--- src/sv/pcoa_pkg.sv ---
// Shared types and constants of the per-channel oversample averager.
package pcoa_pkg;

  localparam int unsigned NUM_CHANNELS_DEF  = 4;
  localparam int unsigned BLOCK_SAMPLES_DEF = 16;

  localparam int unsigned CHAN_W    = 2;
  localparam int unsigned RAW_W     = 10;
  localparam int unsigned SHIFT_IN  = 2;
  localparam int unsigned SUM_W     = 16;
  localparam int unsigned AVG_W     = 12;
  localparam int unsigned SCALE_W   = 17;
  localparam int unsigned VOLT_W    = 17;
  localparam int unsigned VOLT_SH   = 12;

  localparam logic [SCALE_W-1:0] SCALE_RESET = SCALE_W'(50000);

  typedef struct packed {
    logic [CHAN_W-1:0] channel_index;
    logic [RAW_W-1:0]  raw_reading;
  } in_req_t;

  typedef struct packed {
    logic [CHAN_W-1:0] out_channel;
    logic [AVG_W-1:0]  average_value;
    logic [VOLT_W-1:0] voltage;
  } out_rsp_t;

endpackage

--- src/sv/per_channel_oversample_average.sv ---
// Per-channel oversampling averager: accumulate, divide by block size, scale to voltage.
//
// Input requests carry a channel index and a 10-bit converter reading on a
// valid/ready channel. Each reading, shifted left by two, is added to its
// channel's running sum. The reading that completes a block of BLOCK_SAMPLES
// for that channel yields one result (channel, 12-bit average, voltage) and
// clears that channel's sum and count; other readings yield nothing. A
// reading whose channel index is NUM_CHANNELS or above is taken and dropped.
// The voltage is average * ref_scale >> 12. ref_scale is written through cfg_we_i /
// cfg_wdata_i; the user must write it only while the block is idle, which the block does
// not enforce. Throughput: one reading per cycle while in_ready_o is high. A result
// passes through one register per stage after its completing reading is taken
// (accumulate, reciprocal-multiply divide, scale multiply).
// Reset clears all sums and counts, empties the pipeline and sets ref_scale
// to 50000. When the receiver stalls, the result holds on the output and the
// pipeline fills; in_ready_o drops only once every stage holds a result.
module per_channel_oversample_average #(
  parameter int unsigned NUM_CHANNELS  = pcoa_pkg::NUM_CHANNELS_DEF,
  parameter int unsigned BLOCK_SAMPLES = pcoa_pkg::BLOCK_SAMPLES_DEF
) (
  input  logic                           clk_i,
  input  logic                           rst_ni,
  input  logic                           cfg_we_i,
  input  logic [pcoa_pkg::SCALE_W-1:0]   cfg_wdata_i,
  input  logic                           in_valid_i,
  output logic                           in_ready_o,
  input  pcoa_pkg::in_req_t              in_req_i,
  output logic                           out_valid_o,
  input  logic                           out_ready_i,
  output pcoa_pkg::out_rsp_t             out_rsp_o
);

  localparam int unsigned CNT_W     = $clog2(BLOCK_SAMPLES);
  localparam int unsigned SUM_W     = pcoa_pkg::SUM_W;
  localparam int unsigned DIV_SHIFT = SUM_W + CNT_W;
  localparam int unsigned RECIP     = ((1 << DIV_SHIFT) + BLOCK_SAMPLES - 1) / BLOCK_SAMPLES;
  localparam int unsigned RECIP_W   = SUM_W + 2;
  localparam int unsigned PROD_W    = SUM_W + RECIP_W;
  localparam int unsigned VPROD_W   = pcoa_pkg::AVG_W + pcoa_pkg::SCALE_W;
  localparam int unsigned IDX_W     = 5;
  localparam logic [CNT_W-1:0]   LAST_CNT  = CNT_W'(BLOCK_SAMPLES - 1);
  localparam logic [RECIP_W-1:0] RECIP_VAL = RECIP_W'(RECIP);

  logic [pcoa_pkg::SCALE_W-1:0] scale_q;
  logic [SUM_W-1:0]             sum_q [NUM_CHANNELS];
  logic [CNT_W-1:0]             cnt_q [NUM_CHANNELS];

  logic                          v1_q, v2_q, v3_q;
  logic [SUM_W-1:0]              sum1_q;
  logic [pcoa_pkg::CHAN_W-1:0]   ch1_q, ch2_q;
  logic [pcoa_pkg::AVG_W-1:0]    avg2_q;
  pcoa_pkg::out_rsp_t            rsp3_q;

  logic                          en3, en2, en1, accept;
  logic                          ch_ok, last_hit;
  logic [SUM_W-1:0]              sum_sel, sum_new;
  logic [CNT_W-1:0]              cnt_sel;
  logic [PROD_W-1:0]             prod1;
  logic [VPROD_W-1:0]            vprod2;

  assign en3    = !v3_q || out_ready_i;
  assign en2    = !v2_q || en3;
  assign en1    = !v1_q || en2;
  assign accept = in_valid_i && in_ready_o;

  assign in_ready_o  = en1;
  assign out_valid_o = v3_q;
  assign out_rsp_o   = rsp3_q;

  always_comb begin
    ch_ok   = 1'b0;
    sum_sel = '0;
    cnt_sel = '0;
    for (int unsigned c = 0; c < NUM_CHANNELS; c++) begin
      if (IDX_W'(in_req_i.channel_index) == IDX_W'(c)) begin
        ch_ok   = 1'b1;
        sum_sel = sum_q[c];
        cnt_sel = cnt_q[c];
      end
    end
    sum_new  = sum_sel + SUM_W'({in_req_i.raw_reading, pcoa_pkg::SHIFT_IN'(0)});
    last_hit = ch_ok && (cnt_sel == LAST_CNT);
  end

  assign prod1  = PROD_W'(sum1_q) * PROD_W'(RECIP_VAL);
  assign vprod2 = VPROD_W'(avg2_q) * VPROD_W'(scale_q);

  // Configuration register.
  always_ff @(posedge clk_i or negedge rst_ni) begin
    if (!rst_ni) begin
      scale_q <= pcoa_pkg::SCALE_RESET;
    end else if (cfg_we_i) begin
      scale_q <= cfg_wdata_i;
    end
  end

  // Accumulate per channel; clear on block end.
  for (genvar g = 0; g < NUM_CHANNELS; g++) begin : g_chan
    always_ff @(posedge clk_i or negedge rst_ni) begin
      if (!rst_ni) begin
        sum_q[g] <= '0;
        cnt_q[g] <= '0;
      end else if (accept && IDX_W'(in_req_i.channel_index) == IDX_W'(g)) begin
        if (cnt_q[g] == LAST_CNT) begin
          sum_q[g] <= '0;
          cnt_q[g] <= '0;
        end else begin
          sum_q[g] <= sum_new;
          cnt_q[g] <= cnt_q[g] + CNT_W'(1);
        end
      end
    end
  end

  // Pipeline valid bits.
  always_ff @(posedge clk_i or negedge rst_ni) begin
    if (!rst_ni) begin
      v1_q <= 1'b0;
      v2_q <= 1'b0;
      v3_q <= 1'b0;
    end else begin
      if (en1) v1_q <= accept && last_hit;
      if (en2) v2_q <= v1_q;
      if (en3) v3_q <= v2_q;
    end
  end

  // Pipeline payload.
  always_ff @(posedge clk_i) begin
    if (en1) begin
      sum1_q <= sum_new;
      ch1_q  <= in_req_i.channel_index;
    end
    if (en2) begin
      avg2_q <= prod1[DIV_SHIFT +: pcoa_pkg::AVG_W];
      ch2_q  <= ch1_q;
    end
    if (en3) begin
      rsp3_q.out_channel   <= ch2_q;
      rsp3_q.average_value <= avg2_q;
      rsp3_q.voltage       <= vprod2[pcoa_pkg::VOLT_SH +: pcoa_pkg::VOLT_W];
    end
  end

endmodule

--- config.mk ---
export PLATFORM = sky130hd
export DESIGN_NAME = per_channel_oversample_average
export DESIGN_NICKNAME = d
export VERILOG_FILES = /design/src/sv/pcoa_pkg.sv /design/src/sv/per_channel_oversample_average.sv
export SDC_FILE = /design/constraint.sdc
export NUM_CORES = 1
export LEC_CHECK = 0
export BUFFER_PORTS_ARGS = -buffer_cell sky130_fd_sc_hd__buf_2
export CORE_MARGIN = 8
export CORE_UTILIZATION = 50
export DETAILED_ROUTE_END_ITERATION = 8
export GPL_ROUTABILITY_DRIVEN = 0
export PLACE_DENSITY_LB_ADDON = 0.05
export SYNTH_ARGS = -nofsm -noshare
export SYNTH_HDL_FRONTEND = slang
export SYNTH_SLANG_ARGS = --single-unit
--- constraint.sdc ---
create_clock -name clk_i -period 6.7 [get_ports clk_i]
set_input_delay 0 -clock clk_i [delete_from_list [all_inputs] [get_ports clk_i]]
set_output_delay 0 -clock clk_i [all_outputs]
set_load 0.05 [all_outputs]
After elaboration in Yosys (flattened, before gate mapping)
Index checks and enable logic that the tools add are counted.

word-level totals
  register bits after elaboration = 163
  output and inout bits = 33
  input bits = 34

cells by class
  equality and inequality tests = 8
  multiplexer cells = 20
  $mul = 1
  add/sub/neg operators = 5
  reductions and logical operators = 14

operators by type and width
  kind                   count
  $mux W16               8
  $mux W4                8
  $mul A12 B17 Y29       1
  $eq A4 B4 Y1 const B   5
  $add A16 B12 Y16       1
  $add A4 B1 Y4 const B  4
  $logic_and A1 B1 Y1    7
  $eq A2 B2 Y1 const B   2
  $mux W1                4
  $logic_not A1 Y1       3
  $logic_or A1 B1 Y1     3
  $eq A2 B1 Y1 const B   1
  $logic_not A2 Y1       1

Depth between registers and ports, before layout
  depth in word-level cells = 8
  depth in mapped cells = 21

Worst setup path after synthesis
Ideal clock, no wire load.

  kind = register to register
  from = register avg2_q[3] (netlist bit)
  to = register rsp3_q, in the netlist out_rsp_o[15], data pin
  stages on the path, launching flop included = 20
  required time = 6.441 ns
  setup slack = 1.433 ns
  arrival = 5.008 ns
  path buffers = 2
  setup time = 0.259 ns
  cell sequence = edfxtp_1 clkbuf_1 clkbuf_1 nand2_1 fa_1 inv_1 fa_1 fa_1 fa_1 inv_1 fa_1 inv_1 ha_1 a21o_1 o21bai_1 a211oi_1 o22ai_1 a21oi_1 nor2_1 a211o_1

between the ends
  word-level cells in the longest chain between the ends = 1

RTL lines
  element                 line                                   source
  start, declared         per_channel_oversample_average.sv:51   logic [pcoa_pkg::AVG_W-1:0] avg2_q;
  start signal, assigned  per_channel_oversample_average.sv:135  avg2_q <= prod1[DIV_SHIFT +: pcoa_pkg::AVG_W];
  $mul A12 B17 Y29        per_channel_oversample_average.sv:86   assign vprod2 = VPROD_W'(avg2_q) * VPROD_W'(scale_q);
  net vprod2[27]          per_channel_oversample_average.sv:59   logic [VPROD_W-1:0] vprod2;
  end, declared           per_channel_oversample_average.sv:52   pcoa_pkg::out_rsp_t rsp3_q;

The timed path passes the listed nets, and every way through them passes these cells.
A chain may end at the register's enable or synchronous reset.

Final worst setup path
Same ends and word-level chain as after synthesis.

==> flow_summary.ini <==
[yosys]
yosysSeqAreaShare = 0.327
async_flop_share = 0.609
synth_area_leaders = fa_1 24%, dfrtp_1 17%, edfxtp_1 14%
syn-num-nets = 1452
synth-seq-cells = 151
synth-edff-count = 59
synth_top_area_cell = fa_1
yosysTopAreaCellShare = 0.241
ys_types = 58
syn_area_mm2 = 0.0125
yosys_warnings = 0
ys.flop_type = dfrtp_1
synth_cells = 1191
syn_area_per_cell_um2 = 10.5

[job]
max_cap_violations = 0

[finish]
syn_to_final_growth_pct = 11.0
diodes = 0
drive_gt1_frac = 0.119
nNetsFinal = 1505

[setup_path]
cp_data_arrival_time_ns = 5.93
cp-end-kind = flop
worst_setup_path_start_kind = flop
path_class = flop to flop
worstPathMaxFanout = 18
cp.required_ns = 6.88

[sta]
worst_pin_slew_ns = 1.04
max_slew_margin = 0.307
fmax_mhz = 174
hold_viol = 0
setup_tns_ns = 0
fin_crit_ns = 5.75
skew_ns = 0.0170
final.setup.worst_slack_ns = 0.947
rsz0062_at_grt = no
setup_viol = 0
fin_crit_sh = 0.859
slew_violations = 0

[place]
dp_hpwl_um = 21500
portBuffers = 66
preCtsSetupSlack_ns = 0.928

[global_routing]
gr-usage-all-layers = 0.205
grt_max_degree = 62
grt_antenna_before_repair = 0
grt-ovfl-total = 0
grt_pass1_wl_um = 49500
grt_pass1_vias = 9357

[floorplanning]
die_h_um = 174
coreArea_mm2 = 0.0248
io_pins = 67
die_x_um = 174
start_util = 0.503
die_area_mm2 = 0.0303
core.rowCount = 58

[clocking]
cts_setup_buffers = 0
cts_tree = done
clock-root-buffer = clkbuf_16
clk_pin_slew_ns = 0.08
cts_sinks = 151
cts_resized = 0
cts_made_buffers = 17
clk_path_buf_depth = 2
cts_hold_buf = 20
htreeDepth = 4
clkLatencyLatePin_ns = 0.44

[min_path]
holdCritPathClass = input port to async pin

[routing]
via_per_inst = 5.41
wire_per_inst_um = 18.5
drc_errors = 0
drt-total-wl_um = 29300
postRouteAntennaNets = 0
drt-initial-drc-count = 566
num_vias = 8590
drt-pass1-iter-count = 5

[run_status]
status = finished, final reports clean
routing by layer:
layer  GRT usage  vias to the layer above  share of wire
li1            -                     3963              -
met1       0.266                     4384           0.43
met2       0.348                      211           0.50
met3      0.0354                       32          0.049
met4      0.0613                        0          0.017
met5           0                        -              0
cells in the final DEF (no fill, tap or decap), types with 3 or more instances in the layout:
master	n
a22o_1	37
dlygate4sd3_1	20
a211oi_1	3
nor2b_1	3
a21o_1	9
inv_8	6
nand2_1	201
nand3_1	13
nor2_1	13
nand4_1	13
nand2b_1	14
dfrtp_1	86
buf_4	4
xor2_1	5
edfxtp_1	59
dfstp_2	6
a21oi_1	32
mux4_2	15
and3_1	8
clkinv_4	3
ha_1	77
fa_1	150
xnor2_1	23
clkbuf_16	17
nor4_1	3
and2_1	76
mux2_2	17
buf_2	65
inv_1	188
clkinv_8	4
nor3_1	7
o21ai_0	44
final cells by class:
cell class                      instances  area (um^2)
Timing Repair Buffer                   89          556
Multi-Input combinational cell        797         7480
Inverter                              188          706
Clock buffer                           17          425
Clock inverter                         15          191
Sequential cell                       151         4080
Fill cell                            2220        11000
Tap cell                              330          413
cell families (layout without fill, tap and decap cells):
group,Yosys count,in the layout,synth area share
buf+inv,243,309,0.0739
compound gates,147,147,0.0801
mux,33,33,0.0432
fa+ha+maj,227,227,0.318
xor+xnor,28,28,0.0196
flops,151,151,0.327
simple gates,362,362,0.138
cells in the mapped netlist, types with 23 or more instances:
master,n
a21oi_1,32
a22o_1,37
and2_1,76
clkbuf_1,51
dfrtp_1,86
edfxtp_1,59
fa_1,150
ha_1,77
inv_1,188
nand2_1,201
o21ai_0,44
xnor2_1,23
final timing paths:
| kind | start | end | slack (ns) | cells after the start |
|---|---|---|---|---|
| worst min-delay path | rst_ni | cnt_q[7]$_DFFE_PN0P_ | 0.02 | 2 |
| worst max register to register | avg2_q[3]$_DFFE_PP_ | out_rsp_o[15]$_DFFE_PP_ | 0.95 | 17 |
| worst max-delay path | avg2_q[3]$_DFFE_PP_ | out_rsp_o[15]$_DFFE_PP_ | 0.95 | 17 |
| worst min register to register | sum1_q[13]$_DFFE_PN_ | avg2_q[9]$_DFFE_PP_ | 0.41 | 0 |
| max in group asynchronous | rst_ni | sum_q[23]$_DFFE_PN0P_ | 5.47 | 3 |
| min in group clk_i | in_req_i[11] | ch1_q[1]$_DFFE_PN_ | 0.11 | 1 |
registers in the layout, indices dropped and copies added (netlist names):
signal       cells
ch2_q            2
out_rsp_o       31
ch1_q            2
sum_q           56
v2_q             1
scale_q         17
v1_q             1
sum1_q          12
cnt_q           16
out_valid_o      1
avg2_q          12
worst max-delay path, stage by stage, from the launching register on:
cell and delay (ns):
edfxtp_1 0.74, nand2_1 0.16, fa_1 0.58, inv_1 0.06, fa_1 0.50, inv_1 0.05
fa_1 0.51, fa_1 0.42, fa_1 0.52, inv_1 0.04, ha_1 0.33, a21oi_1 0.37
nor4_1 0.10, a211oi_1 0.40, o22ai_1 0.11, a21oi_1 0.25, nor2_1 0.09, a211o_1 0.27
through the flow:
step	std cells	cell area, um^2	hold slack, ns	utilization
2_1_floorplan	1191	12500	-0.296	-
3_3_place_gp	1535	13000	-0.0242	0.525
3_5_place_dp	1535	13000	-0.0247	0.525
4_1_cts	1587	13900	0.0315	0.558
5_1_grt	1587	13900	0.0583	0.558
6_report	1587	13900	0.0248	0.558
Power is left out: the tool's default activity adds up to more than one toggle a clock period on the data nets, which glitch-free logic cannot reach.
